`src/rtl/mhc_pkg.sv`:
```
`default_nettype none

package mhc_pkg;

  // Array size and counter width
  localparam int unsigned MOTORS    = 32;
  localparam int unsigned TIME_BITS = 16;

  // Index width of the active motor (at least one bit)
  localparam int unsigned IDX_W = (MOTORS > 1) ? $clog2(MOTORS) : 1;

  // Field widths
  localparam int unsigned FUNC_W     = 2;
  localparam int unsigned MIDX_W     = 8;
  localparam int unsigned TO_W       = 16;
  localparam int unsigned LEVEL_W    = 32;
  localparam int unsigned LVL_IDX_W  = $clog2(LEVEL_W);
  localparam int unsigned DRIVE_W    = 32;
  localparam int unsigned CNT_W      = 6;
  localparam int unsigned FILT_W     = 16;

  // Effective motor count must also hold MOTORS itself
  localparam int unsigned EFF_W = ($clog2(MOTORS + 1) > CNT_W) ? $clog2(MOTORS + 1) : CNT_W;

  // Config port
  localparam int unsigned CFG_IDX_W  = 3;
  localparam int unsigned CFG_DATA_W = 16;

  typedef logic [CFG_IDX_W-1:0] cfg_idx_t;
  localparam cfg_idx_t CFG_MOTOR_COUNT     = 3'd0;
  localparam cfg_idx_t CFG_DEFAULT_TIMEOUT = 3'd1;
  localparam cfg_idx_t CFG_HOME_FILTER     = 3'd2;
  localparam cfg_idx_t CFG_OUTPUT_HIGH     = 3'd3;
  localparam cfg_idx_t CFG_HOME_LOW        = 3'd4;

  // Command codes; code 3 is unused and ignored
  typedef logic [FUNC_W-1:0] func_t;
  localparam func_t FUNC_TICK  = 2'd0;
  localparam func_t FUNC_START = 2'd1;
  localparam func_t FUNC_STOP  = 2'd2;

  localparam logic [TO_W-1:0] MIN_REQUEST = TO_W'(250);

  typedef enum logic [2:0] {
    ST_IDLE      = 3'd0,
    ST_RUNNING   = 3'd1,
    ST_INVALID   = 3'd2,
    ST_NOT_HOME  = 3'd3,
    ST_CONFIRMED = 3'd4,
    ST_TIMED_OUT = 3'd5
  } status_e;

  typedef enum logic [1:0] {
    PH_IDLE   = 2'd0,
    PH_LEAVE  = 2'd1,
    PH_RETURN = 2'd2
  } phase_e;

  typedef struct packed {
    logic [CNT_W-1:0]  motor_count;
    logic [TO_W-1:0]   default_timeout;
    logic [FILT_W-1:0] home_filter;
    logic              output_high;
    logic              home_low;
  } cfg_t;

  typedef struct packed {
    phase_e               phase;
    logic [IDX_W-1:0]     active_index;
    logic                 running;
    logic                 last_home;
    logic [TIME_BITS-1:0] since_start;
    logic [TIME_BITS-1:0] since_change;
    logic [TO_W-1:0]      cycle_timeout;
    status_e              status;
  } ctl_state_t;

endpackage

`default_nettype wire

```
`src/rtl/mhc_if.sv`:
```
`default_nettype none

interface mhc_in_if;
  logic                               valid;
  logic                               ready;
  logic [mhc_pkg::FUNC_W-1:0]         func;
  logic [mhc_pkg::MIDX_W-1:0]         motor_index;
  logic [mhc_pkg::TO_W-1:0]           timeout_ms;
  logic [mhc_pkg::LEVEL_W-1:0]        home_levels;

  modport source(output valid, func, motor_index, timeout_ms, home_levels, input ready);
  modport sink(input valid, func, motor_index, timeout_ms, home_levels, output ready);
endinterface

interface mhc_out_if;
  logic                               valid;
  logic                               ready;
  logic [2:0]                         status;
  logic [mhc_pkg::DRIVE_W-1:0]        drive_levels;
  logic                               drive_enable;
  logic [1:0]                         cycle_phase;

  modport source(output valid, status, drive_levels, drive_enable, cycle_phase, input ready);
  modport sink(input valid, status, drive_levels, drive_enable, cycle_phase, output ready);
endinterface

`default_nettype wire

```
`src/rtl/mhc_core.sv`:
```
`default_nettype none

module mhc_core (
  input  var mhc_pkg::cfg_t                  cfg_i,
  input  var mhc_pkg::ctl_state_t            state_i,
  input  wire logic [mhc_pkg::FUNC_W-1:0]    func_i,
  input  wire logic [mhc_pkg::MIDX_W-1:0]    motor_index_i,
  input  wire logic [mhc_pkg::TO_W-1:0]      timeout_ms_i,
  input  wire logic [mhc_pkg::LEVEL_W-1:0]   home_levels_i,
  output var mhc_pkg::ctl_state_t            state_o,
  output wire logic [mhc_pkg::DRIVE_W-1:0]   drive_levels_o
);

  function automatic logic level_at(input logic [mhc_pkg::LEVEL_W-1:0] levels,
                                    input logic [mhc_pkg::MIDX_W-1:0]  idx);
    logic bit_v;
    bit_v = 1'b0;
    if (idx < mhc_pkg::MIDX_W'(mhc_pkg::LEVEL_W)) begin
      bit_v = levels[idx[mhc_pkg::LVL_IDX_W-1:0]];
    end
    return bit_v;
  endfunction

  function automatic logic [mhc_pkg::TIME_BITS-1:0] sat_inc(
      input logic [mhc_pkg::TIME_BITS-1:0] v);
    return (v == '1) ? v : v + 1'b1;
  endfunction

  logic [mhc_pkg::EFF_W-1:0]  eff_count;
  logic [mhc_pkg::MIDX_W-1:0] active_wide;
  logic                       start_home;
  logic                       tick_home;
  logic [mhc_pkg::MOTORS-1:0] onehot;

  assign eff_count = (mhc_pkg::EFF_W'(cfg_i.motor_count) > mhc_pkg::EFF_W'(mhc_pkg::MOTORS))
                   ? mhc_pkg::EFF_W'(mhc_pkg::MOTORS)
                   : mhc_pkg::EFF_W'(cfg_i.motor_count);
  assign active_wide = mhc_pkg::MIDX_W'(state_i.active_index);
  assign start_home  = level_at(home_levels_i, motor_index_i) ^ cfg_i.home_low;
  assign tick_home   = level_at(home_levels_i, active_wide) ^ cfg_i.home_low;

  always_comb begin
    logic done;
    state_o = state_i;
    done    = 1'b0;
    case (func_i)
      mhc_pkg::FUNC_START: begin
        if (motor_index_i >= mhc_pkg::MIDX_W'(eff_count)) begin
          state_o.status = mhc_pkg::ST_INVALID;
        end else if (!start_home) begin
          state_o.status = mhc_pkg::ST_NOT_HOME;
        end else begin
          state_o.active_index  = motor_index_i[mhc_pkg::IDX_W-1:0];
          state_o.cycle_timeout = (timeout_ms_i >= mhc_pkg::MIN_REQUEST)
                                ? timeout_ms_i : cfg_i.default_timeout;
          state_o.since_start   = '0;
          state_o.since_change  = '0;
          state_o.last_home     = 1'b1;
          state_o.phase         = mhc_pkg::PH_LEAVE;
          state_o.running       = 1'b1;
          state_o.status        = mhc_pkg::ST_RUNNING;
        end
      end
      mhc_pkg::FUNC_STOP: begin
        state_o.running = 1'b0;
        state_o.phase   = mhc_pkg::PH_IDLE;
        if (state_i.status == mhc_pkg::ST_RUNNING) begin
          state_o.status = mhc_pkg::ST_IDLE;
        end
      end
      mhc_pkg::FUNC_TICK: begin
        if (state_i.status == mhc_pkg::ST_RUNNING
            && active_wide < mhc_pkg::MIDX_W'(eff_count)) begin
          state_o.since_start  = sat_inc(state_i.since_start);
          state_o.since_change = sat_inc(state_i.since_change);
          if (tick_home != state_i.last_home) begin
            state_o.last_home    = tick_home;
            state_o.since_change = '0;
          end
          // debounced level decides the phase step
          if (state_o.since_change >= cfg_i.home_filter) begin
            if (state_i.phase == mhc_pkg::PH_LEAVE && !tick_home) begin
              state_o.phase = mhc_pkg::PH_RETURN;
            end else if (state_i.phase == mhc_pkg::PH_RETURN && tick_home) begin
              state_o.running = 1'b0;
              state_o.phase   = mhc_pkg::PH_IDLE;
              state_o.status  = mhc_pkg::ST_CONFIRMED;
              done            = 1'b1;
            end
          end
          if (!done && state_o.since_start >= state_i.cycle_timeout) begin
            state_o.running = 1'b0;
            state_o.phase   = mhc_pkg::PH_IDLE;
            state_o.status  = mhc_pkg::ST_TIMED_OUT;
          end
        end
      end
      default: begin
      end
    endcase
  end

  // one-hot drive of the running motor, polarity over all MOTORS bits
  always_comb begin
    onehot = '0;
    if (state_o.running) begin
      onehot[state_o.active_index] = 1'b1;
    end
    if (!cfg_i.output_high) begin
      onehot = ~onehot;
    end
  end

  assign drive_levels_o = mhc_pkg::DRIVE_W'(onehot);

endmodule

`default_nettype wire

```
`src/rtl/motor_home_cycle_controller_unit.sv`:
```
// Motor home cycle controller.
// Input channel in_i carries one command per transfer: a 1 ms tick, a start
// (motor index, requested timeout) or a stop, each with the raw home switch
// levels. Output channel out_o returns exactly one result per command: the
// status, the polarity-adjusted one-hot drive word, the drive enable and the
// cycle phase, all taken after that command has been applied.
// Configuration (motor count, default timeout, home filter, polarities) is
// written through cfg_we_i / cfg_idx_i / cfg_wdata_i, one register per cycle.
// The user writes it only while no command is in flight; the block does not enforce this.
// Unknown indexes are dropped. An accepted command is held in the input stage
// and, once the result register is free, processed into the result register.
// Throughput: one command per cycle while out_o does not stall; the controller
// state updates through the combinational next-state logic in mhc_core.
// Reset clears the cycle state to idle and loads the configuration defaults
// (32 motors, 5000 ms, 20 ms filter, active-high drive, active-low switch).
// When out_o stalls, the held result and one staged command fill up; after
// that in_i.ready drops until the result is transferred.
`default_nettype none

module motor_home_cycle_controller_unit (
  input  wire logic                                clk_i,
  input  wire logic                                rst_ni,
  mhc_in_if.sink                                   in_i,
  mhc_out_if.source                                out_o,
  input  wire logic                                cfg_we_i,
  input  wire logic [mhc_pkg::CFG_IDX_W-1:0]       cfg_idx_i,
  input  wire logic [mhc_pkg::CFG_DATA_W-1:0]      cfg_wdata_i
);

  // configuration registers
  mhc_pkg::cfg_t cfg_q;

  always_ff @(posedge clk_i or negedge rst_ni) begin
    if (!rst_ni) begin
      cfg_q.motor_count     <= mhc_pkg::CNT_W'(32);
      cfg_q.default_timeout <= mhc_pkg::TO_W'(5000);
      cfg_q.home_filter     <= mhc_pkg::FILT_W'(20);
      cfg_q.output_high     <= 1'b1;
      cfg_q.home_low        <= 1'b1;
    end else if (cfg_we_i) begin
      case (cfg_idx_i)
        mhc_pkg::CFG_MOTOR_COUNT:     cfg_q.motor_count <= cfg_wdata_i[mhc_pkg::CNT_W-1:0];
        mhc_pkg::CFG_DEFAULT_TIMEOUT: cfg_q.default_timeout <= cfg_wdata_i[mhc_pkg::TO_W-1:0];
        mhc_pkg::CFG_HOME_FILTER:     cfg_q.home_filter <= cfg_wdata_i[mhc_pkg::FILT_W-1:0];
        mhc_pkg::CFG_OUTPUT_HIGH:     cfg_q.output_high <= cfg_wdata_i[0];
        mhc_pkg::CFG_HOME_LOW:        cfg_q.home_low <= cfg_wdata_i[0];
        default: begin
        end
      endcase
    end
  end

  // input stage
  logic                             in_valid_q;
  logic [mhc_pkg::FUNC_W-1:0]       func_q;
  logic [mhc_pkg::MIDX_W-1:0]       motor_index_q;
  logic [mhc_pkg::TO_W-1:0]         timeout_ms_q;
  logic [mhc_pkg::LEVEL_W-1:0]      home_levels_q;

  // result stage
  logic                             out_valid_q;
  logic [2:0]                       status_q;
  logic [mhc_pkg::DRIVE_W-1:0]      drive_levels_q;
  logic                             drive_enable_q;
  logic [1:0]                       cycle_phase_q;

  mhc_pkg::ctl_state_t              state_q;
  mhc_pkg::ctl_state_t              state_d;
  logic [mhc_pkg::DRIVE_W-1:0]      drive_levels_d;

  logic out_free;
  logic proc_fire;
  logic in_fire;

  // result register can take a new value when empty or being drained
  assign out_free  = !out_valid_q || out_o.ready;
  assign proc_fire = in_valid_q && out_free;
  assign in_i.ready = !in_valid_q || out_free;
  assign in_fire   = in_i.valid && in_i.ready;

  always_ff @(posedge clk_i or negedge rst_ni) begin
    if (!rst_ni) begin
      in_valid_q <= 1'b0;
    end else begin
      if (in_fire) begin
        in_valid_q <= 1'b1;
      end else if (proc_fire) begin
        in_valid_q <= 1'b0;
      end
    end
  end

  always_ff @(posedge clk_i) begin
    if (in_fire) begin
      func_q        <= in_i.func;
      motor_index_q <= in_i.motor_index;
      timeout_ms_q  <= in_i.timeout_ms;
      home_levels_q <= in_i.home_levels;
    end
  end

  mhc_core u_core (
    .cfg_i          (cfg_q),
    .state_i        (state_q),
    .func_i         (func_q),
    .motor_index_i  (motor_index_q),
    .timeout_ms_i   (timeout_ms_q),
    .home_levels_i  (home_levels_q),
    .state_o        (state_d),
    .drive_levels_o (drive_levels_d)
  );

  // cycle state advances once per processed command
  always_ff @(posedge clk_i or negedge rst_ni) begin
    if (!rst_ni) begin
      state_q.phase         <= mhc_pkg::PH_IDLE;
      state_q.active_index  <= '0;
      state_q.running       <= 1'b0;
      state_q.last_home     <= 1'b0;
      state_q.since_start   <= '0;
      state_q.since_change  <= '0;
      state_q.cycle_timeout <= '0;
      state_q.status        <= mhc_pkg::ST_IDLE;
    end else if (proc_fire) begin
      state_q <= state_d;
    end
  end

  always_ff @(posedge clk_i or negedge rst_ni) begin
    if (!rst_ni) begin
      out_valid_q <= 1'b0;
    end else begin
      if (proc_fire) begin
        out_valid_q <= 1'b1;
      end else if (out_o.ready) begin
        out_valid_q <= 1'b0;
      end
    end
  end

  always_ff @(posedge clk_i) begin
    if (proc_fire) begin
      status_q       <= state_d.status;
      drive_levels_q <= drive_levels_d;
      drive_enable_q <= state_d.running;
      cycle_phase_q  <= state_d.phase;
    end
  end

  assign out_o.valid        = out_valid_q;
  assign out_o.status       = status_q;
  assign out_o.drive_levels = drive_levels_q;
  assign out_o.drive_enable = drive_enable_q;
  assign out_o.cycle_phase  = cycle_phase_q;

endmodule

`default_nettype wire

```
`src/flat_wrapper.sv`:
```
// flat-port wrapper written by rule: the top's interface ports become plain ports
module motor_home_cycle_controller_unit_flat 
  (clk_i, rst_ni, cfg_we_i, cfg_idx_i, cfg_wdata_i, in_i_valid, in_i_func, in_i_motor_index, in_i_timeout_ms, in_i_home_levels, in_i_ready, out_o_valid, out_o_status, out_o_drive_levels, out_o_drive_enable, out_o_cycle_phase, out_o_ready);
  mhc_in_if in_i_i ();
  mhc_out_if out_o_i ();
  input  wire logic clk_i;
  input  wire logic rst_ni;
  input  wire logic cfg_we_i;
  input  wire logic [mhc_pkg::CFG_IDX_W-1:0] cfg_idx_i;
  input  wire logic [mhc_pkg::CFG_DATA_W-1:0] cfg_wdata_i;
  input wire logic [$bits(in_i_i.valid)-1:0] in_i_valid;
  input wire logic [$bits(in_i_i.func)-1:0] in_i_func;
  input wire logic [$bits(in_i_i.motor_index)-1:0] in_i_motor_index;
  input wire logic [$bits(in_i_i.timeout_ms)-1:0] in_i_timeout_ms;
  input wire logic [$bits(in_i_i.home_levels)-1:0] in_i_home_levels;
  output wire logic [$bits(in_i_i.ready)-1:0] in_i_ready;
  output wire logic [$bits(out_o_i.valid)-1:0] out_o_valid;
  output wire logic [$bits(out_o_i.status)-1:0] out_o_status;
  output wire logic [$bits(out_o_i.drive_levels)-1:0] out_o_drive_levels;
  output wire logic [$bits(out_o_i.drive_enable)-1:0] out_o_drive_enable;
  output wire logic [$bits(out_o_i.cycle_phase)-1:0] out_o_cycle_phase;
  input wire logic [$bits(out_o_i.ready)-1:0] out_o_ready;
  assign in_i_i.valid = in_i_valid;
  assign in_i_i.func = in_i_func;
  assign in_i_i.motor_index = in_i_motor_index;
  assign in_i_i.timeout_ms = in_i_timeout_ms;
  assign in_i_i.home_levels = in_i_home_levels;
  assign in_i_ready = in_i_i.ready;
  assign out_o_valid = out_o_i.valid;
  assign out_o_status = out_o_i.status;
  assign out_o_drive_levels = out_o_i.drive_levels;
  assign out_o_drive_enable = out_o_i.drive_enable;
  assign out_o_cycle_phase = out_o_i.cycle_phase;
  assign out_o_i.ready = out_o_ready;
  motor_home_cycle_controller_unit u_core (.clk_i(clk_i), .rst_ni(rst_ni), .in_i(in_i_i), .out_o(out_o_i), .cfg_we_i(cfg_we_i), .cfg_idx_i(cfg_idx_i), .cfg_wdata_i(cfg_wdata_i));
endmodule
```
`config.mk`:
```
export PLATFORM = sky130hd
export DESIGN_NAME = motor_home_cycle_controller_unit_flat
export DESIGN_NICKNAME = d
export VERILOG_FILES = /design/src/rtl/mhc_pkg.sv /design/src/rtl/mhc_if.sv /design/src/rtl/mhc_core.sv /design/src/rtl/motor_home_cycle_controller_unit.sv /design/src/flat_wrapper.sv
export SDC_FILE = /design/constraint.sdc
export NUM_CORES = 1
export LEC_CHECK = 0
export BUFFER_PORTS_ARGS = -buffer_cell sky130_fd_sc_hd__buf_2
export CORE_MARGIN = 8
export CORE_UTILIZATION = 50
export CTS_CLUSTER_SIZE = 8
export DETAILED_ROUTE_END_ITERATION = 10
export HOLD_SLACK_MARGIN = 0.05
export PLACE_DENSITY = 0.7
export SLEW_MARGIN = 10
export SYNTH_ARGS = -nofsm -noshare
export SYNTH_HDL_FRONTEND = slang
export SYNTH_SLANG_ARGS = --single-unit
```
`constraint.sdc`:
```
create_clock -name clk_i -period 13.28 [get_ports clk_i]
set_clock_uncertainty 0.15 [all_clocks]
set_input_delay 1.328 -clock clk_i [delete_from_list [all_inputs] [get_ports clk_i]]
set_output_delay 1.328 -clock clk_i [all_outputs]
set_load 0.005 [all_outputs]
```
## Word level (Yosys, flattened, before mapping)

Cells that the tools add are included.

- Register bits: 198
- Bits of input ports: 82
- Output and inout port bits: 40
- Logic and storage cells: 135

- Add/subtract/negate cells: 2
- $lt $le $gt $ge: 12
- Equality and inequality tests: 16
- Muxes and demuxes: 52
- Bitwise operators: 4
- Reductions and logical operators: 26

Operators by type and width:

| cell | count |
|---|---|
| two-way mux 57 bit | 2 |
| two-way mux 16 bit | 6 |
| one-hot mux 33 bit (2 select lines) | 1 |
| two-way mux 32 bit | 2 |
| two-way mux 34 bit | 1 |
| adder 16 x 1 -> 16 bit, second input constant | 2 |
| equality test 16 bit, second input constant | 2 |
| greater-or-equal comparator 16 bit | 2 |
| inverter 32 bit | 1 |
| less-than comparator 5 x 6 -> 1 bit, second input constant | 4 |
| two-way mux 1 bit | 19 |
| two-way mux 3 bit | 6 |
| greater-or-equal comparator 16 x 8 -> 1 bit, second input constant | 1 |
| two-way mux 2 bit | 7 |
| binary-select mux 1 bit (select 5 bit) | 2 |
| AND reduction 2 bit | 5 |
| one-hot mux 3 bit (3 select lines) | 1 |
| greater-or-equal comparator 8 x 6 -> 1 bit | 1 |
| less-than comparator 8 x 6 -> 1 bit, second input constant | 1 |
| != test 2 bit, second input constant | 4 |
| logical AND 1 bit | 7 |
| equality test 3 x 1 -> 1 bit, second input constant | 2 |
| equality test 3 x 2 -> 1 bit, second input constant | 2 |
| greater-than comparator 6 bit, second input constant | 1 |
| other kinds (21) | 30 |

## Depth between registers and ports, before layout

Gate-level depths: netlist (run 1).

- Depth in word-level cells: 20
- Depth in mapped cells: 19
- Gate-level depth less buffers: 17

## Cells and area by module

Synthesis (run 1) repeated with hierarchy kept, for this count alone.

- Cells, all modules: 935
- Area, all modules: 11101.9 sq um

Modules (own cells, without submodules):

| module | instances | cells an instance | area an instance (sq um) | sequential area each (sq um) |
|---|---|---|---|---|
| motor_home_cycle_controller_unit | 1 | 321 | 6742.7 | 5447.7 |
| mhc_core | 1 | 614 | 4359.2 | 0.0 |

## Worst setup path before layout (run 1)

Ideal clock, no wire load.

- Path type: reg2reg
- Start: register u_core.state_q[54] (netlist name)
- End: register u_core.drive_levels_q (netlist bit u_core.out_o.drive_levels[11]), data pin
- Setup time: 0.276 ns
- Data arrival time: 4.590 ns
- Data required time: 12.854 ns
- Slack: 8.264 ns
- Stages on the path, launching flop included: 20
- Buffers on the path: 4
- Clock period less this slack: 5.016 ns
- Cell sequence: dfrtp_1 buf_1 mux2i_1 a22oi_1 nand3_1 and4_1 xnor3_1 clkbuf_1 clkbuf_1 nor2_1 ha_1 nand2_1 o21ai_0 and3b_1 a221oi_1 mux2i_1 a31oi_1 clkbuf_1 nor4_1 xnor2_1

- Longest elaborated chain between the ends: 20
- Elaborated cells on any way between the ends: 39
- Those cells by class: order compare (5); eq/ne (1); mux (24); bitwise (2); reduce/logical (7)

Ends and longest elaborated chain:

| element | RTL line | source |
|---|---|---|
| start: declaration | motor_home_cycle_controller_unit.sv:67 | `mhc_pkg::ctl_state_t state_q;` |
| start signal: assignment | motor_home_cycle_controller_unit.sv:125 | `state_q <= state_d;` |
| binary-select mux 1 bit (select 5 bit) | mhc_core.sv:19 | `bit_v = levels[idx[mhc_pkg::LVL_IDX_W-1:0]];` |
| two-way mux 1 bit (implied by the code) | mhc_core.sv:19 |  |
| two-way mux 1 bit | mhc_core.sv:18 | `if (idx < mhc_pkg::MIDX_W'(mhc_pkg::LEVEL_W)) begin` |
| bitwise XOR 1 bit | mhc_core.sv:40 | `assign tick_home = level_at(home_levels_i, active_wide) ^ cfg_i.home_low;` |
| != test 1 bit | mhc_core.sv:76 | `if (tick_home != state_i.last_home) begin` |
| two-way mux 16 bit | mhc_core.sv:76 |  |
| two-way mux 16 bit | mhc_core.sv:72 | `if (state_i.status == mhc_pkg::ST_RUNNING` |
| two-way mux 16 bit | mhc_core.sv:46 | `case (func_i)` |
| (+5 left out) | n/a |  |
| logical AND 1 bit | mhc_core.sv:91 | `if (!done && state_o.since_start >= state_i.cycle_timeout) begin` |
| two-way mux 1 bit | mhc_core.sv:91 |  |
| two-way mux 34 bit | mhc_core.sv:72 |  |
| one-hot mux 1 bit (3 select lines) | mhc_core.sv:46 |  |
| two-way mux 32 bit * | mhc_core.sv:106 | `if (state_o.running) begin` |
| inverter 32 bit | mhc_core.sv:110 | `onehot = ~onehot;` |
| two-way mux 32 bit * | mhc_core.sv:109 | `if (!cfg_i.output_high) begin` |
| via u_core.drive_levels_d (one bit) | motor_home_cycle_controller_unit.sv:69 | `logic [mhc_pkg::DRIVE_W-1:0] drive_levels_d;` |
| end signal: assignment | motor_home_cycle_controller_unit.sv:144 | `drive_levels_q <= drive_levels_d;` |
| end: declaration | motor_home_cycle_controller_unit.sv:63 | `logic [mhc_pkg::DRIVE_W-1:0] drive_levels_q;` |

Mark *: on every way through the listed nets, which the timed path passes. The rest lies on a longest branch. The select of a mux whose other input is x is not followed.
A chain may end at the register's enable or synchronous reset.

## Final worst setup path (run 1)

- Start: register u_core.state_q[54] (netlist name)
- End: register u_core.drive_levels_q (netlist bit u_core.out_o.drive_levels[5]), data pin

Same word-level chain as after synthesis.

==> results of run 1 <==
cells in the mapped netlist (all sizes together) (4+ instances only):
| cell | instances | area share [%] |
|---|---|---|
| nand2b | 12 | 0.71 |
| nor2b | 7 | 0.41 |
| and3 | 16 | 0.95 |
| ha | 44 | 5.2 |
| nor3b | 6 | 0.43 |
| a2111oi | 6 | 0.69 |
| nand3b | 12 | 0.85 |
| nand4 | 9 | 0.53 |
| nor2 | 60 | 2.1 |
| inv | 40 | 1.4 |
| or3 | 5 | 0.34 |
| dfstp | 10 | 2.5 |
| a22o | 10 | 0.83 |
| clkbuf | 37 | 1.3 |
| xor2 | 23 | 1.9 |
| o31ai | 9 | 0.64 |
| buf | 10 | 0.53 |
| nor3 | 26 | 1.2 |
| and2 | 9 | 0.53 |
| a21o | 12 | 0.85 |
| nand3 | 26 | 1.2 |
| xnor2 | 34 | 2.8 |
| edfxtp | 96 | 27 |
| a21oi | 53 | 2.5 |
| mux2i | 40 | 3.8 |
| nand2 | 73 | 2.6 |
| a22oi | 4 | 0.28 |
| mux4 | 8 | 1.7 |
| o21ai | 48 | 2.3 |
| and4 | 8 | 0.66 |
| dfrtp | 92 | 22 |
| a31oi | 10 | 0.59 |
| mux2 | 40 | 4.3 |
| nor4 | 18 | 1.1 |
area by class of cell:
type	instances	area, um2	share of cell area, %
inverters	41	153.9	1.279
clock buffers	19	442.9	3.681
well taps	275	344.1	2.860
repair buffers	131	683.2	5.677
multi-input cells	666	4818	40.04
flip-flops and latches	198	5448	45.27
clock inverters	13	142.6	1.185
metrics by stage:
step	power [mW]	cells
finish	1.719	1343
global route	1.811	1343
CTS	1.730	1343
detailed placement	1.218	1311
global placement	1.209	1311
floorplan	1.088	952
routing by layer:
| layer | up-vias | track usage [%] | part of all wire (%) |
|---|---|---|---|
| li1 | 3695 | - | - |
| met1 | 3644 | 27.16 | 49 |
| met2 | 224 | 27.62 | 44 |
| met3 | 23 | 3.334 | 5.1 |
| met4 | 0 | 5.429 | 1.4 |
| met5 | - | 0 | 0 |
power by group through the flow:
stage	clock [mW]	combinational (mW)	sequential, mW
6_report	0.509	0.392	0.819
5_1_grt	0.540	0.440	0.831
4_1_cts	0.521	0.391	0.818
3_5_place_dp	0	0.387	0.831
3_3_place_gp	0	0.380	0.829
2_1_floorplan	0	0.295	0.793
cell usage in the layout, fill, tap and decap left out, drive strengths merged, types with 7 or more instances in the layout:
cell and count:
and4 8, nor2b 7, nand2 73, a22o 10, buf 131, o31ai 9, nor4 18, nand3 26
nor2 60, nand2b 12, a21o 12, mux2 40, dfstp 10, clkbuf 19, and3 16, inv 44
a21oi 53, and2 9, ha 44, dfrtp 92, o21ai 48, a31oi 10, edfxtp 96, nand3b 12
nor3 26, mux4 8, mux2i 40, xnor2 34, nand4 9, xor2 23
cell families (layout without fill, tap and decap cells):
kind of cell | after synthesis | after routing | share of synthesized area [%]
and+or+nand+nor | 300 | 300 | 14.70
DFF | 198 | 198 | 51.54
AOI/OAI and AO/OA | 176 | 176 | 10.56
muxes | 88 | 88 | 9.754
buffers and inverters | 88 | 204 | 3.302
xor gates and xnor gates | 58 | 58 | 4.936
adders and majority gates | 44 | 44 | 5.208
state kept, by name (all words and copies together), names as in the netlist:
register and cells:
u_core.state_q 60, u_core.cfg_q 40, u_core.home_levels_q 32, u_core.out_o.drive_levels 32, u_core.timeout_ms_q 16, u_core.motor_index_q 8
u_core.out_o.status 3, u_core.func_q 2, u_core.out_o.cycle_phase 2, u_core.in_valid_q 1, u_core.out_o.drive_enable 1, u_core.out_o.valid 1
how the worst max path moves through the flow:
stage                                        start                                      end  slack (ns)  cells past startpoint
finish              u_core.state_q[54]$_DFFE_PN0P_   u_core.out_o.drive_levels[5]$_DFFE_PP_        7.69                     16
global route        u_core.state_q[54]$_DFFE_PN0P_  u_core.out_o.drive_levels[27]$_DFFE_PP_        7.22                     16
CTS                 u_core.state_q[54]$_DFFE_PN0P_   u_core.out_o.drive_levels[5]$_DFFE_PP_        7.73                     16
detailed placement  u_core.state_q[54]$_DFFE_PN0P_   u_core.out_o.drive_levels[3]$_DFFE_PP_        7.78                     16
global placement    u_core.state_q[54]$_DFFE_PN0P_  u_core.out_o.drive_levels[30]$_DFFE_PP_        7.99                     16
floorplan           u_core.state_q[54]$_DFFE_PN0P_  u_core.out_o.drive_levels[11]$_DFFE_PP_        8.26                     19
==> impl_metrics.env, run 1 <==
export IMPL_worst_pin_slew_ns=1.067
export IMPL_p_leak_nw=4.881
export IMPL_synth_cell_area_mm2=0.01057
export IMPL_drc=0
export IMPL_grt_max_degree=53
export IMPL_numPortBuffers=121
export IMPL_p_clk_share_pct=29.6
export IMPL_holdCritStartpoint="u_core.cfg_q[24]$_DFFE_PN0P_"
export IMPL_post_place_ws_ns=7.783
export IMPL_hold_buffers=0
export IMPL_post_cts_setup_buffers=0
export IMPL_die_h_um=161.4
export IMPL_cp_slowest_cell="dfrtp_1"
export IMPL_synth_edff_count=96
export IMPL_swShare_pct=31.32
export IMPL_seq_power_share_pct=47.6
export IMPL_r2r_start="u_core.state_q[54]$_DFFE_PN0P_"
export IMPL_status="completed"
export IMPL_grt_pass1_wl_um=39000
export IMPL_fin_tns_setup_ns=0
export IMPL_utilization_pct=57.60
export IMPL_crit_fanout=36
export IMPL_min_period_over_period_pct=42.09
export IMPL_cts_tree="built"
export IMPL_nFillCells=1783
export IMPL_end_kind="register"
export IMPL_die_area_mm2=0.02605
export IMPL_grt_antenna_before_repair=0
export IMPL_numCtsBuffers=17
export IMPL_synth_seq_cells=198
export IMPL_grtUsageTotal_pct=18.54
export IMPL_totalWireLength_um=23830
export IMPL_vias=7586
export IMPL_r2r_worst_path_cells=16
export IMPL_fin_crit_ns=5.590
export IMPL_synthCells=952
export IMPL_ios=122
export IMPL_hold_class="reg2reg"
export IMPL_crit_top_cell="mux2i_1"
export IMPL_layout_drive_gt1_share_pct=21.91
export IMPL_ctsResizeCount=0
export IMPL_rows=53
export IMPL_fmax_mhz=178.9
export IMPL_path_buf_inv=1
export IMPL_avgSynthCellArea_um2=11.10
export IMPL_synth_seq_area_share_pct=51.54
export IMPL_ff2ff_setup_slack_ns=7.69
export IMPL_routed_via_density=5.649
export IMPL_crit_path_start_kind="register"
export IMPL_worstHoldPathCells=1
export IMPL_comb_power_share_pct=22.8
export IMPL_syn_nets=1078
export IMPL_dp_hpwl_um=17300
export IMPL_slew_headroom_pct=28.78
export IMPL_wire_per_inst_um=17.74
export IMPL_htreeDepth=4
export IMPL_worstSkewPairLatency_ns=0.43
export IMPL_setup_viol=0
export IMPL_synthToLayoutAreaGrowth_pct=13.84
export IMPL_hold_viol=0
export IMPL_yosys_warnings=0
export IMPL_die_w_um=161.4
export IMPL_num_nets_final=1181
export IMPL_fin_ws_ns=7.690
export IMPL_powerDensity_mw_per_mm2=142.9
export IMPL_ctsLongestPathBuffers=2
export IMPL_gp_congestion=0.8444
export IMPL_switchingPower_mw=0.5385
export IMPL_initialDrtViolationCount=602
export IMPL_path_clk_slew_ns=0.07
export IMPL_cp_cell_sequence="mux2i_1 -> a311oi_1 -> nand3_1 -> and4_1 -> xnor3_1 -> nor2_1 -> ha_1 -> a2111oi_0 -> o21ai_0 -> nand2_1 -> a221oi_1 -> mux2i_1 -> a31oi_2 -> buf_4 -> nor4_1 -> xnor2_1"
export IMPL_maxSlewViolCount=0
export IMPL_rsz0062_at_grt="no"
export IMPL_finalInstanceArea_mm2=0.01203
export IMPL_crit_arrival_ns=5.59
export IMPL_synth_ff_type="edfxtp_1"
export IMPL_ir_worst_vdd_mv=0.1008
export IMPL_grt_overflow_total=0
export IMPL_dpl_cell_area_mm2=0.01145
export IMPL_crit_path_max_incr_delay_ns=1.01
export IMPL_cts_root_buf="clkbuf_16"
export IMPL_r2r_end="u_core.out_o.drive_levels[5]$_DFFE_PP_"
export IMPL_diodes=0
export IMPL_drtAntennaViolNets=0
export IMPL_cts_sinks=198
export IMPL_start_util_pct=50.60
export IMPL_p_int_mw=1.181
export IMPL_path_delay_family="compound AO/OA/AOI/OAI gates"
export IMPL_synth_async_reset_ratio_pct=51.52
export IMPL_first_global_vias=7327
export IMPL_maxCapViolations=0
export IMPL_hold_end="u_core.cfg_q[24]$_DFFE_PN0P_"
export IMPL_firstDrtPassIters=5
export IMPL_required_ns=13.28
export IMPL_synth_cell_type_count=63
export IMPL_core_area_mm2=0.02089
export IMPL_timing_hold_ws_ns=0.3623
export IMPL_criticalPathCategory="reg2reg"
Power figures use the tool's default switching activity.
==> run 2, diff against run 1 <==
- PLACE_DENSITY: 0.7 -> 0.73
- clock period: 13.28 -> 4.95 ns (I/O delays scaled with it)
==> run 2 against run 1 <==
Setup slack lost 7.4 ns. Worst hold slack worse by 0.29 ns. Register-to-register slack got worse by 7.4 ns. Clock power rose to 2.7 times the previous value. Cell area grew 0.94%. Critical path depth up 1. Count of clock-buffer cells in the layout unchanged. Fmax rose by 21%. Sequential share of layout area down 0.41 points. Routed wire length is 2.5% higher. Critical path type unchanged. Largest cell class unchanged.
==> impl_metrics.env, run 2 (synthesized netlist as in run 1, its figures left out) <==
export IMPL_fin_crit_ns=4.621
export IMPL_setup_viol=0
export IMPL_crit_arrival_ns=4.63
export IMPL_layout_common_cells="buf_2 (120), edfxtp_1 (96), dfrtp_1 (91)"
export IMPL_wire_per_inst_um=18.03
export IMPL_numPortBuffers=121
export IMPL_die_area_mm2=0.02605
export IMPL_fmax_mhz=216.4
export IMPL_htreeDepth=4
export IMPL_maxSlewViolCount=0
export IMPL_drc=0
export IMPL_switchingPower_mw=1.489
export IMPL_criticalPathCategory="reg2reg"
export IMPL_diodes=0
export IMPL_comb_power_share_pct=23.8
export IMPL_maxCapViolations=0
export IMPL_routed_via_density=5.724
export IMPL_powerDensity_mw_per_mm2=382.4
export IMPL_vias=7756
export IMPL_grt_pass1_wl_um=39940
export IMPL_power_mw=4.645
export IMPL_timing_hold_ws_ns=0.07257
export IMPL_grt_max_degree=78
export IMPL_slew_headroom_pct=26.88
export IMPL_p_clk_share_pct=29.2
export IMPL_fin_tns_setup_ns=0
export IMPL_ctsLongestPathBuffers=2
export IMPL_totalWireLength_um=24430
export IMPL_cts_tree="built"
export IMPL_seq_power_share_pct=47.0
export IMPL_num_nets_final=1193
export IMPL_firstDrtPassIters=7
export IMPL_die_w_um=161.4
export IMPL_hold_viol=0
export IMPL_ir_worst_vdd_mv=0.2540
export IMPL_p_int_mw=3.156
export IMPL_crit_fanout=36
export IMPL_initialDrtViolationCount=760
export IMPL_rows=53
export IMPL_start_util_pct=50.60
export IMPL_gp_congestion=0.8626
export IMPL_synthToLayoutAreaGrowth_pct=14.90
export IMPL_rsz0062_at_grt="no"
export IMPL_cts_root_buf="clkbuf_16"
export IMPL_worstSkewPairLatency_ns=0.44
export IMPL_hold_class="in2async"
export IMPL_finalInstanceArea_mm2=0.01215
export IMPL_cts_sinks=198
export IMPL_drtAntennaViolNets=0
export IMPL_grt_antenna_before_repair=0
export IMPL_ios=122
export IMPL_reg_top3="u_core.state_q: 60 flops, u_core.cfg_q: 40 flops"
export IMPL_grtUsageTotal_pct=18.96
export IMPL_layout_drive_gt1_share_pct=23.15
export IMPL_final_common_cell="buf_2"
export IMPL_p_leak_nw=4.947
export IMPL_dp_hpwl_um=17630
export IMPL_grt_overflow_total=0
export IMPL_path_clk_slew_ns=0.08
export IMPL_swShare_pct=32.06
export IMPL_end_kind="register"
export IMPL_numCtsBuffers=17
export IMPL_required_ns=4.96
export IMPL_min_period_over_period_pct=93.34
export IMPL_crit_path_start_kind="register"
export IMPL_worst_pin_slew_ns=1.095
export IMPL_core_area_mm2=0.02089
export IMPL_dpl_cell_area_mm2=0.01153
export IMPL_max_flop_register="u_core.state_q"
export IMPL_place_inst=1321
export IMPL_first_global_vias=7606
export IMPL_final_cells=1355
export IMPL_largest_reg_flops=60
export IMPL_die_h_um=161.4
export IMPL_status="completed"
run 2: cell count changes in the layout (fill, tap and decap cells not counted), moves of 2 or more:
cell        previous run  this run
buf_4                 11        22
clkinv_8               1         3
clkinvlp_4             4         1
inv_6                  2         4
nor2b_1                7         5
nor2b_2                0         2
run 2: cell type report:
| cell class | instances | area [um2] |
|---|---|---|
| fillers | 1730 | 8743 |
| flip-flops and latches | 198 | 5449 |
| multi-input cells | 666 | 4830 |
| repair buffers | 143 | 785.8 |
| clock buffers | 19 | 442.9 |
| well taps | 275 | 344.1 |
| inverters | 41 | 153.9 |
| clock inverters | 13 | 140.1 |
run 2: stage by stage:
stage / setup WS (ns) / util [%]
after global routing: 0.01148 / 58.14
after global placement: 0.3446 / 55.22
after detailed placement: 0.1929 / 55.22
final: 0.3294 / 58.14
after CTS: 0.09331 / 58.01
after floorplan: 0.1071 / -
run 2: final timing paths:
kind                                                start                                 endpoint  slack (ns)  depth (start not counted)
setup / recovery           u_core.state_q[53]$_DFFE_PN0P_  u_core.out_o.drive_levels[28]$_DFFE_PP_        0.33                         17
hold / removal                                     rst_ni             u_core.cfg_q[32]$_DFFE_PN0P_        0.07                          1
setup reg to reg           u_core.state_q[53]$_DFFE_PN0P_  u_core.out_o.drive_levels[28]$_DFFE_PP_        0.33                         17
hold reg to reg              u_core.cfg_q[35]$_DFFE_PN0P_             u_core.cfg_q[35]$_DFFE_PN0P_        0.36                          1
max in group asynchronous                          rst_ni             u_core.cfg_q[21]$_DFFE_PN1P_        3.58                          2
min in group clk_i                    in_i_home_levels[4]        u_core.home_levels_q[4]$_DFFE_PP_        0.07                          1
run 2: what timing repair did:
action | in CTS | in global routing
setup endpoints to repair | 0 | 32
setup buffers | 0 | 2
hold buffers | 0 | 0
resized for setup | 0 | 5
run 2: layer usage:
layer | global-route usage (%) | part of all wire, % | vias up
li1 | - | - | 3718
met1 | 27.20 | 47 | 3759
met2 | 28.27 | 45 | 245
met3 | 3.996 | 5.8 | 34
met4 | 5.934 | 1.9 | 0
met5 | 0 | 0 | -
run 2: power groups by stage:
stage | logic, mW | clock network (mW) | registers [mW]
2_1_floorplan | 0.791 | 0 | 2.13
3_3_place_gp | 1.06 | 0 | 2.21
3_5_place_dp | 1.09 | 0 | 2.21
4_1_cts | 1.10 | 1.38 | 2.18
5_1_grt | 1.23 | 1.44 | 2.21
6_report | 1.10 | 1.36 | 2.18
run 2: critical path, cell delays in order (launching register included):
cell and delay (ns):
dfrtp_2 0.50, nor2_1 0.34, a21oi_1 0.13, nand3_1 0.10, and4_1 0.33, xnor3_1 0.26, buf_4 0.23, nor2_1 0.16
ha_1 0.28, a2111oi_0 0.36, o21ai_0 0.16, nand2_1 0.15, a221oi_1 0.09, mux2i_1 0.28, a31oi_2 0.16, buf_12 0.19
nor4b_1 0.37, xnor2_1 0.10
